$ cat src/design/assert_macros.svh
// ----------------------------------------------------------------------------
// assert_macros
// Assertion helpers for the design files.
// ----------------------------------------------------------------------------
// Each macro expects signals named clk and rst_n in the scope where it is used.
`ifndef ASSERT_MACROS_SVH
`define ASSERT_MACROS_SVH

// Same-cycle implication, checked out of reset.
`define SLD_ASSERT_IMPL(label, ante, cons) \
  label: assert property (@(posedge clk) disable iff (!rst_n) (ante) |-> (cons)) \
    else $error("sld same-cycle check failed");

// Next-cycle implication, checked out of reset.
`define SLD_ASSERT_NEXT(label, ante, cons) \
  label: assert property (@(posedge clk) disable iff (!rst_n) (ante) |=> (cons)) \
    else $error("sld next-cycle check failed");

`endif

$ cat src/design/sld_pkg.sv
// ----------------------------------------------------------------------------
// sld_pkg
// Types and constants of the string literal UTF-8 decoder.
// ----------------------------------------------------------------------------
package sld_pkg;

  localparam int ACTION_W = 2;
  localparam int BYTE_W   = 8;
  localparam int COL_W    = 16;
  localparam int CP_W     = 21;
  localparam int PEND_W   = 2;

  // Item kinds on the input channel. The fourth code carries no meaning.
  typedef enum logic [ACTION_W-1:0] {
    ACT_BODY  = 2'd0,
    ACT_OPEN  = 2'd1,
    ACT_CLOSE = 2'd2
  } sld_action_t;

  localparam logic [COL_W-1:0] COL_MAX = '1;

  // Characters that the escape logic looks at or produces.
  localparam logic [CP_W-1:0] CH_BACKSLASH = 21'h00005C;
  localparam logic [CP_W-1:0] CH_N         = 21'h00006E;
  localparam logic [CP_W-1:0] CH_R         = 21'h000072;
  localparam logic [CP_W-1:0] CH_E         = 21'h000065;
  localparam logic [CP_W-1:0] CP_LF        = 21'h00000A;
  localparam logic [CP_W-1:0] CP_CR        = 21'h00000D;
  localparam logic [CP_W-1:0] CP_ESC       = 21'h00001B;

endpackage

$ cat src/design/sld_in_if.sv
// ----------------------------------------------------------------------------
// sld_in_if
// Input word channel: one raw byte of a string literal with its item kind.
// ----------------------------------------------------------------------------
interface sld_in_if;
  logic                           valid;
  logic                           ready;
  logic [sld_pkg::ACTION_W-1:0]   action;
  logic [sld_pkg::BYTE_W-1:0]     data_byte;
  logic [sld_pkg::COL_W-1:0]      start_column;

  modport source (output valid, output action, output data_byte, output start_column,
                  input ready);
  modport sink   (input valid, input action, input data_byte, input start_column,
                  output ready);
endinterface

$ cat src/design/sld_out_if.sv
// ----------------------------------------------------------------------------
// sld_out_if
// Result word channel: one decoded character with its column.
// ----------------------------------------------------------------------------
interface sld_out_if;
  logic                        valid;
  logic                        ready;
  logic [sld_pkg::CP_W-1:0]    code_point;
  logic [sld_pkg::COL_W-1:0]   column;
  logic                        bad_lead;

  modport source (output valid, output code_point, output column, output bad_lead,
                  input ready);
  modport sink   (input valid, input code_point, input column, input bad_lead,
                  output ready);
endinterface

$ cat src/design/string_literal_utf8_decoder.sv
// ----------------------------------------------------------------------------
// string_literal_utf8_decoder
// A result word is registered and appears in the cycle after the byte that completes it.
// Throughput: one input word per cycle; the output register is refilled in
// the same cycle that its word is taken, so a stalled sink is the only limit.
// Reset: synchronous, active low; clears the decode state, the column base
// and the output valid. No clearing pass is needed.
// ----------------------------------------------------------------------------
`include "assert_macros.svh"

module string_literal_utf8_decoder (
  input  logic       clk,
  input  logic       rst_n,
  sld_in_if.sink     in_chan,
  sld_out_if.source  out_chan
);
  import sld_pkg::*;

  // Decode state. All of it is updated in the cycle a word is accepted.
  logic [PEND_W-1:0] pend_r, pend_nxt;   // continuation bytes still expected
  logic [CP_W-1:0]   acc_r,  acc_nxt;    // code point under assembly
  logic              esc_r,  esc_nxt;    // a backslash came just before
  logic [COL_W-1:0]  idx_r,  idx_nxt;    // characters seen in this literal
  logic [COL_W-1:0]  base_r, base_nxt;   // start column of this literal

  // Output register.
  logic              out_valid_r, out_valid_nxt;
  logic [CP_W-1:0]   out_cp_r,    out_cp_nxt;
  logic [COL_W-1:0]  out_col_r,   out_col_nxt;
  logic              out_bad_r,   out_bad_nxt;

  logic              in_fire;
  logic              out_fire;
  logic [COL_W:0]    col_sum;
  logic [COL_W-1:0]  cur_col;
  logic [COL_W-1:0]  idx_bump;
  logic [CP_W-1:0]   acc_shift;
  logic [BYTE_W-1:0] b;
  logic              have_char;
  logic [CP_W-1:0]   char_cp;
  logic              emit;
  logic [CP_W-1:0]   emit_cp;
  logic              emit_bad;

  // The output slot is free when empty or being drained this cycle, so a new
  // word is taken every cycle as long as the sink keeps up.
  assign in_chan.ready = !out_valid_r || out_chan.ready;
  assign in_fire       = in_chan.valid && in_chan.ready;
  assign out_fire      = out_valid_r && out_chan.ready;

  assign out_chan.valid      = out_valid_r;
  assign out_chan.code_point = out_cp_r;
  assign out_chan.column     = out_col_r;
  assign out_chan.bad_lead   = out_bad_r;

  assign b = in_chan.data_byte;

  // Column of the character being emitted now, saturating at the top.
  assign col_sum = {1'b0, base_r} + {1'b0, idx_r};
  assign cur_col = col_sum[COL_W] ? COL_MAX : col_sum[COL_W-1:0];

  // The character index sticks at its maximum.
  assign idx_bump = (idx_r == COL_MAX) ? idx_r : idx_r + 1'b1;

  // A continuation byte shifts in six payload bits; the accumulator keeps
  // its low 21 bits.
  assign acc_shift = {acc_r[CP_W-7:0], b[5:0]};

  always_comb begin
    pend_nxt  = pend_r;
    acc_nxt   = acc_r;
    esc_nxt   = esc_r;
    idx_nxt   = idx_r;
    base_nxt  = base_r;
    have_char = 1'b0;
    char_cp   = '0;
    emit      = 1'b0;
    emit_cp   = '0;
    emit_bad  = 1'b0;

    if (in_fire) begin
      case (in_chan.action)
        ACT_OPEN: begin
          // A new literal starts: clear everything and latch its column.
          pend_nxt = '0;
          acc_nxt  = '0;
          esc_nxt  = 1'b0;
          idx_nxt  = '0;
          base_nxt = in_chan.start_column;
        end
        ACT_CLOSE: begin
          // Drop a partial character and a dangling backslash; keep columns.
          pend_nxt = '0;
          acc_nxt  = '0;
          esc_nxt  = 1'b0;
        end
        ACT_BODY: begin
          if (pend_r != '0) begin
            // Continuation bytes are taken as they come, unchecked.
            pend_nxt = pend_r - 1'b1;
            if (pend_r == PEND_W'(1)) begin
              have_char = 1'b1;
              char_cp   = acc_shift;
              acc_nxt   = '0;
            end else begin
              acc_nxt = acc_shift;
            end
          end else if (b[7] == 1'b0) begin
            have_char = 1'b1;
            char_cp   = CP_W'(b[6:0]);
          end else if (b[7:5] == 3'b110) begin
            acc_nxt  = CP_W'(b[4:0]);
            pend_nxt = PEND_W'(1);
          end else if (b[7:4] == 4'b1110) begin
            acc_nxt  = CP_W'(b[3:0]);
            pend_nxt = PEND_W'(2);
          end else if (b[7:3] == 5'b11110) begin
            acc_nxt  = CP_W'(b[2:0]);
            pend_nxt = PEND_W'(3);
          end else begin
            // A stray continuation byte or an over-long lead: report it at
            // the current column and start over.
            acc_nxt  = '0;
            pend_nxt = '0;
            esc_nxt  = 1'b0;
            emit     = 1'b1;
            emit_bad = 1'b1;
            idx_nxt  = idx_bump;
          end

          // A completed character goes through the escape logic.
          if (have_char) begin
            if (esc_r) begin
              esc_nxt = 1'b0;
              emit    = 1'b1;
              if (char_cp == CH_N) begin
                emit_cp = CP_LF;
              end else if (char_cp == CH_R) begin
                emit_cp = CP_CR;
              end else if (char_cp == CH_E) begin
                emit_cp = CP_ESC;
              end else begin
                emit_cp = char_cp;
              end
              idx_nxt = idx_bump;
            end else if (char_cp == CH_BACKSLASH) begin
              // The backslash itself takes a column but gives no word.
              esc_nxt = 1'b1;
              idx_nxt = idx_bump;
            end else begin
              emit    = 1'b1;
              emit_cp = char_cp;
              idx_nxt = idx_bump;
            end
          end
        end
        default: begin
          // The unused item kind changes nothing.
        end
      endcase
    end
  end

  // Output register: loaded on every accepted word, holding its contents
  // while the sink stalls.
  always_comb begin
    out_valid_nxt = out_valid_r;
    out_cp_nxt    = out_cp_r;
    out_col_nxt   = out_col_r;
    out_bad_nxt   = out_bad_r;
    if (out_fire) begin
      out_valid_nxt = 1'b0;
    end
    if (in_fire) begin
      out_valid_nxt = emit;
      out_cp_nxt    = emit_cp;
      out_col_nxt   = cur_col;
      out_bad_nxt   = emit_bad;
    end
  end

  always_ff @(posedge clk) begin
    if (!rst_n) begin
      pend_r      <= '0;
      acc_r       <= '0;
      esc_r       <= 1'b0;
      idx_r       <= '0;
      base_r      <= '0;
      out_valid_r <= 1'b0;
    end else begin
      pend_r      <= pend_nxt;
      acc_r       <= acc_nxt;
      esc_r       <= esc_nxt;
      idx_r       <= idx_nxt;
      base_r      <= base_nxt;
      out_valid_r <= out_valid_nxt;
    end
  end

  always_ff @(posedge clk) begin
    out_cp_r  <= out_cp_nxt;
    out_col_r <= out_col_nxt;
    out_bad_r <= out_bad_nxt;
  end

  // An opening word leaves a clean decoder at index zero.
  `SLD_ASSERT_NEXT(a_open_clears, in_fire && in_chan.action == ACT_OPEN, pend_r == '0 && !esc_r && idx_r == '0 && !out_valid_r)
  // A waiting word never shows a column before the literal's start.
  `SLD_ASSERT_IMPL(a_col_not_below_base, out_valid_r, out_col_r >= base_r)
  // An empty output slot never blocks the input side.
  `SLD_ASSERT_IMPL(a_ready_when_empty, !out_valid_r, in_chan.ready)
  // An error word always carries code point zero.
  `SLD_ASSERT_IMPL(a_bad_zero_cp, out_valid_r && out_bad_r, out_cp_r == '0)

endmodule

$ cat src/flat_wrapper.sv
// flat-port wrapper written by rule: the top's interface ports become plain ports
module string_literal_utf8_decoder_flat import sld_pkg::*;
  (clk, rst_n, in_chan_valid, in_chan_action, in_chan_data_byte, in_chan_start_column, in_chan_ready, out_chan_valid, out_chan_code_point, out_chan_column, out_chan_bad_lead, out_chan_ready);
  sld_in_if in_chan_i ();
  sld_out_if out_chan_i ();
  input  logic clk;
  input  logic rst_n;
  input wire logic [$bits(in_chan_i.valid)-1:0] in_chan_valid;
  input wire logic [$bits(in_chan_i.action)-1:0] in_chan_action;
  input wire logic [$bits(in_chan_i.data_byte)-1:0] in_chan_data_byte;
  input wire logic [$bits(in_chan_i.start_column)-1:0] in_chan_start_column;
  output wire logic [$bits(in_chan_i.ready)-1:0] in_chan_ready;
  output wire logic [$bits(out_chan_i.valid)-1:0] out_chan_valid;
  output wire logic [$bits(out_chan_i.code_point)-1:0] out_chan_code_point;
  output wire logic [$bits(out_chan_i.column)-1:0] out_chan_column;
  output wire logic [$bits(out_chan_i.bad_lead)-1:0] out_chan_bad_lead;
  input wire logic [$bits(out_chan_i.ready)-1:0] out_chan_ready;
  assign in_chan_i.valid = in_chan_valid;
  assign in_chan_i.action = in_chan_action;
  assign in_chan_i.data_byte = in_chan_data_byte;
  assign in_chan_i.start_column = in_chan_start_column;
  assign in_chan_ready = in_chan_i.ready;
  assign out_chan_valid = out_chan_i.valid;
  assign out_chan_code_point = out_chan_i.code_point;
  assign out_chan_column = out_chan_i.column;
  assign out_chan_bad_lead = out_chan_i.bad_lead;
  assign out_chan_i.ready = out_chan_ready;
  string_literal_utf8_decoder u_core (.clk(clk), .rst_n(rst_n), .in_chan(in_chan_i), .out_chan(out_chan_i));
endmodule
$ cat config.mk
export PLATFORM = sky130hd
export DESIGN_NAME = string_literal_utf8_decoder_flat
export DESIGN_NICKNAME = d
export VERILOG_FILES = /design/src/design/sld_pkg.sv /design/src/design/sld_in_if.sv /design/src/design/sld_out_if.sv /design/src/design/string_literal_utf8_decoder.sv /design/src/flat_wrapper.sv
export VERILOG_INCLUDE_DIRS = /design/src /design/src/design
export SDC_FILE = /design/constraint.sdc
export NUM_CORES = 1
export LEC_CHECK = 0
export BUFFER_PORTS_ARGS = -buffer_cell sky130_fd_sc_hd__buf_4
export CAP_MARGIN = 5
export CORE_MARGIN = 2
export CORE_UTILIZATION = 50
export CTS_CLUSTER_DIAMETER = 50
export DETAILED_ROUTE_END_ITERATION = 16
export GPL_TIMING_DRIVEN = 0
export PLACE_DENSITY = 0.71
export SLEW_MARGIN = 40
export SYNTH_ARGS = -nofsm -noshare
export SYNTH_HDL_FRONTEND = slang
export SYNTH_SLANG_ARGS = --single-unit
$ cat constraint.sdc
create_clock -name clk -period 2.9 [get_ports clk]
set_clock_uncertainty 0.1 [all_clocks]
set_input_delay 0.29 -clock clk [delete_from_list [all_inputs] [get_ports clk]]
set_output_delay 0.29 -clock clk [all_outputs]
set_load 0.02 [all_outputs]
==> results.md, run 1 <==
* Worst EP arrival at 2.80 ns
* R2R Path End: u_core.out_chan.column[13]$_SDFFCE_PP1P_
* Die H at 101 µm
* Number of diodes at 0
* Hold Path End: u_core.base_r[13]$_SDFFE_PN0P_
* Final Setup Violations at 0
* CP cell instances: ha_1 > fa_1 > a211o_1 > a21oi_2 > o21ai_2 > o221ai_2 > or4b_1
* Post-Place Cells at 699
* Hold Vio Cnt, Final at 0
* Via density at 5.70
* Max-Cap Viols at 0
* PortBufs at 67
* Max Clock Freq at 358 MHz
* EDFF count, synth at 38
* Worst-Skew Late Latency at 0.36 ns
* Yosys reg bits at 89
* DRT antenna net count at 0
* Minimum clock period at 2.79 ns
* Crit-path max cell delay at 0.52 ns
* Synth Instances at 502
* Vias in the first global route at 3837
* Hold_buf cts at 0
* YS warnings at 0
* Worst Hold Class: input port to register
* Final HPWL DP at 8390 µm
* Syn_area_per_cell at 9.46 µm²
* Yosys cell types at 69
* GPL Wtd Cong at 0.882
* Gr busiest metal: met2
* Crit-path slowest cell: fa_1
* Most frequent cells in the layout: nand2_1 (68), buf_4 (68), dfxtp_1 (51), edfxtp_1 (38), nor2_1 (28)
* DP Area at 5430 µm²
* Total die area at 10300 µm²
* Pin count of the biggest net entering global routing at 24
* CORE AREA at 9240 µm²
* # IOs at 70
* Post-Layout Cell Count at 716
* Crit. End Element: register
* Post-synthesis async set-or-reset flop share at 0%
* CTS tree: done
* Met1 GRT Util at 32.6%
* GR Util met2 at 35.2%
* WHS Path Cells at 3
* Clk slew on worst S/H paths at 0.09 ns
* Die X at 101 µm
* # H-tree levels at 3
* CP Max Fanout at 6
* Mapped Area at 4750 µm²
* DR WL/cell at 15.8 µm
* Startpoint types: register
* Starting Density at 51.4%
* Pwr Density at 469 nW/µm²
* Syn Nets at 550
* Setup CP Type: register to register
* Share of cells above drive strength 1 at 19.4%
* CTS Buffer Depth at 2
* Initial DRC Count at 270
* Crit share post-route at 96.3%
* DR vias at 4081
* Primary FF master, synth: dfxtp_1
* Nets at 630
* Synth top area share at 24.0%
* Hold Startpoint: in_chan_start_column[13]
* Initial antenna violation count at 0
* Critical Path RT at 2.91 ns
* Status: finished clean
* Slew headroom at 49.1%
* GR Util All Layers at 22.7%
* Clk sinks at 89
* Reg2reg setup slack at 0.11 ns
* Post-route cell area at 5700 µm²
* Reg2Reg Depth at 7
* # rows at 35
* First-pass DRT Iterations at 5
* Synth area leaders: edfxtp_1 (24%), dfxtp_1 (22%), nand2_1 (5.4%)
* DRC errors left at 0
* Fin. max-slew vios at 0
* Final Util at 61.7%
* TritonCTS Buffers at 9
* Measured slew at the worst slew-check pin at 0.761 ns
* Area delta synth->final at 20.2%
* Clock root cell: clkbuf_8
* Pleak at 2.25 nW
* VDD IR max at 0.000255 V
* Gr ovfl total at 0
* Sequential share of the synthesized area at 45.5%
* WL final at 11300 µm
* Met3 Use GR at 4.00%
* Reg-to-reg critical path startpoint: u_core.idx_r[0]$_SDFFE_PN0P_
* Synth area leader: edfxtp_1
* First-pass GRT wire length at 18400 µm
==> state kept, by name, summed over array words and instances, names as in the netlist <==
register and cells:
u_core.idx_r 16, u_core.out_chan.column 16, u_core.out_chan.bad_lead 1, u_core.acc_r 15, u_core.esc_r 1, u_core.out_chan.valid 1
u_core.out_chan.code_point 21, u_core.pend_r 2, u_core.base_r 16
==> cell families (layout without fill, tap and decap cells) <==
kind of cell / count (synthesis) / count (layout) / share of synthesized area (%)
AOI/OAI and AO/OA: 138 / 138 / 20.1
xor gates and xnor gates: 7 / 7 / 1.29
adders and majority gates: 18 / 18 / 4.90
buffers and inverters: 34 / 119 / 3.69
DFF: 89 / 89 / 45.5
muxes: 3 / 3 / 0.659
and+or+nand+nor: 213 / 213 / 23.8
==> stage by stage <==
step	total power [mW]	TNS (ns)	worst slack [ns]	hold slack [ns]
4_1_cts	2.69	0	0.0332	0.0660
3_5_place_dp	1.65	-0.0448	-0.0448	0.351
3_3_place_gp	1.64	-9.79	-0.261	0.349
5_1_grt	2.78	-0.0158	-0.0158	0.0760
6_report	2.68	0	0.107	0.0641
2_1_floorplan	1.53	0	0.234	0.325
==> worst max-delay path by stage <==
| stage | from | end | slack (ns) |
|---|---|---|---|
| 3_5_place_dp | u_core.idx_r[0]$_SDFFE_PN0P_ | u_core.out_chan.column[13]$_SDFFCE_PP1P_ | -0.04 |
| 6_report | u_core.idx_r[0]$_SDFFE_PN0P_ | u_core.out_chan.column[13]$_SDFFCE_PP1P_ | 0.11 |
| 3_3_place_gp | in_chan_valid | u_core.out_chan.column[14]$_SDFFCE_PP1P_ | -0.26 |
| 2_1_floorplan | u_core.out_chan.valid$_SDFFE_PN0P_ | u_core.out_chan.bad_lead$_SDFFCE_PN0P_ | 0.23 |
| 5_1_grt | u_core.idx_r[1]$_SDFFE_PN0P_ | u_core.out_chan.column[13]$_SDFFCE_PP1P_ | -0.02 |
| 4_1_cts | u_core.idx_r[0]$_SDFFE_PN0P_ | u_core.out_chan.column[13]$_SDFFCE_PP1P_ | 0.03 |
==> metal layers <==
layer | routed length (µm) | vias up
met5 | 0 | -
met1 | 5520 | 1908
li1 | - | 2022
met2 | 5040 | 135
met4 | 157 | 0
met3 | 579 | 16
==> worst max-delay path, delay by kind of cell, from the launching register on <==
kind	cells	cell delay, ns
and+or+nand+nor	1	0.45
DFF	1	0.37
adders and majority gates	2	0.78
AOI/OAI and AO/OA	4	0.85
==> cell usage after synthesis (6+ instances only) <==
cell	instances
dfxtp_1	51
nor3_1	10
clkbuf_1	13
a22oi_1	14
a21oi_1	25
a31oi_1	6
and2_1	15
o31ai_1	6
o21ai_0	21
nand4_1	8
a21o_1	6
nor2_1	29
or3_1	8
nand3_1	14
inv_1	12
a211oi_1	8
nand2b_1	8
a21boi_1	10
nand2_1	68
a21boi_0	15
nor2b_1	16
ha_1	17
or4_1	7
edfxtp_1	38
==> area by class of cell <==
cell class	count	area [µm²]
Fill cell	801	3540
Buffer	21	126
Clock inverter	7	126
Inverter	13	48.8
Timing Repair Buffer	69	526
Sequential cell	89	2160
Multi-Input combinational cell	379	2430
Clock buffer	9	124
Tap cell	129	161
==> timing repair <==
item                                    CTS  global route
hold endpoints to repair                  0             0
resized for setup                         1             2
setup buffers                             1             0
pin swaps                                 1             1
endpoints found under the setup margin    1             4
==> power breakdown <==
| part | internal, mW | total [mW] | switching (mW) | leakage, nW |
|---|---|---|---|---|
| registers | 1.34 | 1.35 | 0.0131 | 0.802 |
| clock network | 0.583 | 1.05 | 0.469 | 0.122 |
| logic | 0.112 | 0.270 | 0.158 | 1.32 |
| total | 2.04 | 2.68 | 0.640 | 2.25 |
(Power assumes the default switching activity.)
==> run 2: changes to the inputs <==
- ABC_AREA: not set -> 1
==> run 2 against run 1 <==
Net effect:
- register-to-register slack better by 0.10 ns
- global-route usage is 0.59 points higher
- largest power group unchanged
- synthesized area grew 4.3%
- clock-buffer cell count unchanged
- design area increased by 2.2%
- core utilization decreased by 1.6 points
- clock power down 24%
- first-iteration DRC count up 5.2%
- critical endpoint is now u_core.out_chan.column[14]$_SDFFCE_PP1P_
- via count grew 11%
==> results.md, run 2 <==
* YS warnings at 0
* Post-synthesis async set-or-reset flop share at 0%
* Via density at 5.33
* GR Util All Layers at 23.3%
* First-pass DRT Iterations at 5
* Met1 GRT Util at 32.6%
* CORE AREA at 9680 µm²
* # rows at 36
* Worst hold slack at 0.0830 ns
* Crit share post-route at 92.7%
* Yosys reg bits at 89
* Count leader, synth: nand2_1
* WL final at 12400 µm
* Number of diodes at 0
* Final Util at 60.2%
* RSZ-0062 raised after global routing: no
* Fillers at 866
* Hold Vio Cnt, Final at 0
* First-pass GRT wire length at 20400 µm
* Most common cell after layout, fill and taps aside: nand2_1
* Synth top area share at 23.0%
* Startpoint types: register
* CP Max Fanout at 10
* Worst Hold Class: input port to register
* Status: finished clean
* Area delta synth->final at 17.7%
* VDD IR max at 0.000299 V
* Clk slew on worst S/H paths at 0.10 ns
* Worst EP arrival at 2.70 ns
* CP Buf/Inv Count at 2
* Crit. End Element: register
* Final HPWL DP at 9490 µm
* Synth Instances at 630
* Setup TNS at 0 ns
* # H-tree levels at 3
* Primary FF master, synth: dfxtp_1
* Pleak at 2.50 nW
* Pwr Density at 426 nW/µm²
* Synth area leader: edfxtp_1
* CP cell instances: ha_1 > fa_1 > nand3_1 > nand2_1 > a21oi_2 > o21ai_1 > nand3_1 > and2_1 > buf_2 > buf_2 > nand3_1
* Synth top cells by count: nand2_1 (129), nor2_1 (110), a21oi_1 (55)
* GPL Wtd Cong at 0.857
* DP Area at 5650 µm²
* Vias in the first global route at 4374
* Max reg flops at 21
* Syn_area_per_cell at 7.86 µm²
* Pre-CTS setup slack at 0.136 ns
* Multi-input logic area at 2480 µm²
* DRT antenna net count at 0
* Met3 Use GR at 3.84%
* Total power at 2.48 mW
* Syn Nets at 678
* GR Util met2 at 36.9%
* Critical Path RT at 2.91 ns
* Clk sinks at 89
* Initial antenna violation count at 0
* Worst-Skew Late Latency at 0.37 ns
* DR vias at 4518
* Max Clock Freq at 372 MHz
* Post-Place Cells at 831
* Mapped Area at 4950 µm²
* Yosys cell types at 44
* Family with the most delay on the worst path: adder cells
* CTS tree: done
* Final Setup Violations at 0
* Cell mode on critical path: nand3_1
* Max-Cap Viols at 0
* Pin count of the biggest net entering global routing at 21
* Gr ovfl total at 0
* Synth area leaders: edfxtp_1 (23%), dfxtp_1 (21%), nand2_1 (9.8%)
* Initial DRC Count at 284
* CTS Buffer Depth at 2
* Measured slew at the worst slew-check pin at 0.526 ns
* Sequential share of the synthesized area at 43.7%
* Share of cells above drive strength 1 at 18.5%
* Crit-path max cell delay at 0.47 ns
* PostCTS Resize Cnt at 0
* Fin. max-slew vios at 0
* PortBufs at 67
* Hold_buf cts at 0
* TritonCTS Buffers at 9
* DR WL/cell at 14.6 µm
* Register Area at 2160 µm²
* EDFF count, synth at 38
* Post-route cell area at 5830 µm²
* Crit-path slowest cell: fa_1
* Slew headroom at 65.0%
* Total die area at 10700 µm²
* Most frequent cells in the layout: nand2_1 (129), nor2_1 (110), buf_4 (68), a21oi_1 (54), dfxtp_1 (51)
* Die H at 104 µm
* Setup CP Type: register to register
* DRC errors left at 0
* Minimum clock period at 2.69 ns
* Post-Layout Cell Count at 847
* # IOs at 70
* Post-route worst setup slack at 0.210 ns
* Gr busiest metal: met2
* Post-CTS setup buffers at 0
* Starting Density at 51.1%
* Clock root cell: clkbuf_8
* Die X at 104 µm
* Nets at 757
[run 2: cell count changes after synthesis, moves of 16 or more]
cell and change:
a21oi_1 +30, inv_1 +33, nand2_1 +61, nand3_1 +26
nor2_1 +81, nor2b_1 -16
[run 2: final cells by class]
class                           instances  area share, %
Timing Repair Buffer                   68           9.10
Clock inverter                          7          0.902
Sequential cell                        89           37.1
Clock buffer                            9           2.13
Buffer                                 20           2.08
Inverter                               50           3.35
Tap cell                              133           2.86
Multi-Input combinational cell        471           42.5
[run 2: routing by layer]
layer	part of all wire [%]	wire [µm]
met5	0	0
met4	2.0	250
met3	5.9	731
met2	44	5450
met1	48	5940
[run 2: worst register-to-register path: cells and delay by family (launching register included)]
| family | cells | cell delay [ns] |
|---|---|---|
| fa+ha+maj | 2 | 0.72 |
| simple gates | 5 | 0.48 |
| buf+inv | 2 | 0.42 |
| flops | 1 | 0.39 |
| compound gates | 2 | 0.35 |
[run 2: where the power goes]
group	switching [mW]	leakage [nW]	total [mW]	internal, mW
logic	0.199	1.60	0.318	0.119
registers	0.0187	0.802	1.37	1.35
clock network	0.475	0.0920	0.794	0.319
[run 2: cell families (layout without fill, tap and decap cells)]
family | after synthesis | after routing | share of synthesized area [%]
AND/OR/NAND/NOR | 328 | 328 | 30.4
AO/OA/AOI/OAI | 110 | 110 | 12.2
flip-flops | 89 | 89 | 43.7
buffers and inverters | 70 | 154 | 6.39
adder cells (fa/ha/maj) | 18 | 18 | 4.70
XOR/XNOR | 15 | 15 | 2.65
[run 2: final timing paths]
check / from / to / slack (ns) / cells after the start
min reg2reg: u_core.acc_r[9]$_SDFFE_PN0P_ / u_core.acc_r[9]$_SDFFE_PN0P_ / 0.38 / 2
min: in_chan_start_column[12] / u_core.base_r[12]$_SDFFE_PN0P_ / 0.08 / 3
max: u_core.idx_r[0]$_SDFFE_PN0P_ / u_core.out_chan.column[14]$_SDFFCE_PP1P_ / 0.21 / 11
max reg2reg: u_core.idx_r[0]$_SDFFE_PN0P_ / u_core.out_chan.column[14]$_SDFFCE_PP1P_ / 0.21 / 11
==> run 3: changes to the inputs <==
- CTS_BUF_LIST: not set -> sky130_fd_sc_hd__clkbuf_16
- RECOVER_POWER: not set -> 100
==> run 3 against run 2 <==
Net effect:
- design area shrank 2.1%
- total power up 11%
- sequential share of layout area up 0.81 points
- die area is the same
==> results.md, run 3 (synthesis results as in run 2) <==
* Status: finished clean
* Initial antenna violation count at 0
* Max-Cap Viols at 0
* CTS tree: done
* DR WL/cell at 14.7 µm
* DR vias at 4517
* DP Area at 5650 µm²
* Clk sinks at 89
* Critical Path RT at 2.88 ns
* DRT antenna net count at 0
* GPL Wtd Cong at 0.857
* Metal-1 WL at 5940 µm
* Met2 Wirelength at 5420 µm
* Worst-Skew Late Latency at 0.34 ns
* CTS Buffer Depth at 2
* PostCTS Resize Cnt at 0
* Slew headroom at 38.3%
* Crit-path max cell delay at 0.47 ns
* Vias in the first global route at 4401
* Crit. End Element: register
* Met3 WL at 770 µm
* Hold Vio Cnt, Final at 0
* Pre-CTS setup slack at 0.136 ns
* Starting Density at 51.1%
* Nets at 757
* Setup CP Type: register to register
* First-pass GRT wire length at 20600 µm
* Pwr Density at 483 nW/µm²
* Most frequent cells in the layout: nand2_1 (133), nor2_1 (114), a21oi_1 (54), clkbuf_1 (53), dfxtp_1 (51)
* Crit-path slowest cell: fa_1
* Pleak at 2.35 nW
* Most common cell after layout, fill and taps aside: nand2_1
* TritonCTS Buffers at 9
* Clock root cell: clkbuf_16
* Pin count of the biggest net entering global routing at 21
* # IOs at 70
* Setup TNS at 0 ns
* Startpoint types: register
* Die H at 104 µm
* Hold_buf cts at 0
* CP Max Fanout at 10
* Via density at 5.33
* Worst Hold Class: input port to register
* Max Clock Freq at 372 MHz
* DRC errors left at 0
* GR Util All Layers at 23.6%
* Max reg flops at 21
* Final HPWL DP at 9490 µm
* Worst EP arrival at 2.67 ns
* Worst hold slack at 0.109 ns
* Cell mode on critical path: nand3_1
* First-pass DRT Iterations at 5
* # H-tree levels at 3
* Family with the most delay on the worst path: adder cells
* Measured slew at the worst slew-check pin at 0.924 ns
* Post-CTS setup buffers at 0
* Post-route cell area at 5700 µm²
* Fin. max-slew vios at 0
* Clk slew on worst S/H paths at 0.07 ns
* Fillers at 912
* Post-route worst setup slack at 0.214 ns
* CORE AREA at 9680 µm²
* CP cell instances: ha_1 > fa_1 > nand3_1 > nand2_1 > a21oi_2 > o21ai_1 > nand3_1 > and2_0 > buf_2 > buf_2 > nand3_1
* # rows at 36
* PortBufs at 67
* RSZ-0062 raised after global routing: no
* Area delta synth->final at 15.2%
* Total power at 2.75 mW
* Final Setup Violations at 0
* Minimum clock period at 2.69 ns
* Max layer used: met4
* Number of diodes at 0
* WL final at 12400 µm
* Total die area at 10700 µm²
* Initial DRC Count at 266
* Die X at 104 µm
* CP Buf/Inv Count at 2
* Crit share post-route at 92.6%
* Share of cells above drive strength 1 at 10.5%
* Gr ovfl total at 0
* VDD IR max at 0.000307 V
==> run 3: changes by cell type in the layout (fill, tap and decap cells not counted), moves of 3 or more <==
cell	delta
nor2_1	+4
clkbuf_16	+9
clkbuf_8	-9
nand2_1	+4
buf_6	-3
nand3_2	-3
nor2_2	-3
nand3_1	+3
buf_4	-41
clkbuf_1	+45
==> run 3: tightest hold or removal path, delay by kind of cell <==
kind	cells	cell delay (ns)
compound gates	1	0.07
simple gates	1	0.08
buf+inv	1	0.08
==> run 3: layer usage <==
metal | GRT usage, % | up-vias
met4 | 8.78 | 0
met5 | 0 | -
met1 | 32.7 | 2084
met2 | 37.1 | 150
met3 | 4.03 | 24
li1 | - | 2259
==> run 3: path summary, 6_finish.rpt <==
path         slack, ns  cells past startpoint                    startpoint                                  endpoint
max               0.21                     11  u_core.idx_r[0]$_SDFFE_PN0P_  u_core.out_chan.column[14]$_SDFFCE_PP1P_
min               0.11                      3      in_chan_start_column[12]            u_core.base_r[12]$_SDFFE_PN0P_
max reg2reg       0.21                     11  u_core.idx_r[0]$_SDFFE_PN0P_  u_core.out_chan.column[14]$_SDFFCE_PP1P_
min reg2reg       0.38                      2  u_core.acc_r[9]$_SDFFE_PN0P_              u_core.acc_r[9]$_SDFFE_PN0P_
==> run 3: where the power goes <==
| part | internal [mW] | switching [mW] | total [mW] |
|---|---|---|---|
| Clock | 0.588 | 0.510 | 1.10 |
| Sequential | 1.35 | 0.0180 | 1.37 |
| Combinational | 0.0900 | 0.197 | 0.287 |
==> run 3: final cells by class <==
class / count / area (µm²) / share of cell area, %
repair buffers: 68 / 377 / 6.60
flip-flops and latches: 89 / 2160 / 37.9
inverters: 50 / 195 / 3.42
multi-input cells: 471 / 2430 / 42.5
plain buffers: 20 / 98.8 / 1.73
well taps: 133 / 166 / 2.92
clock buffers: 9 / 225 / 3.95
clock inverters: 7 / 52.6 / 0.921
==> run 3: through the flow <==
step | util, % | std cells
after global placement | 58.0 | 830
final | 58.9 | 847
after floorplan | - | 630
after global routing | 58.9 | 847
after detailed placement | 58.3 | 831
after CTS | 61.2 | 847
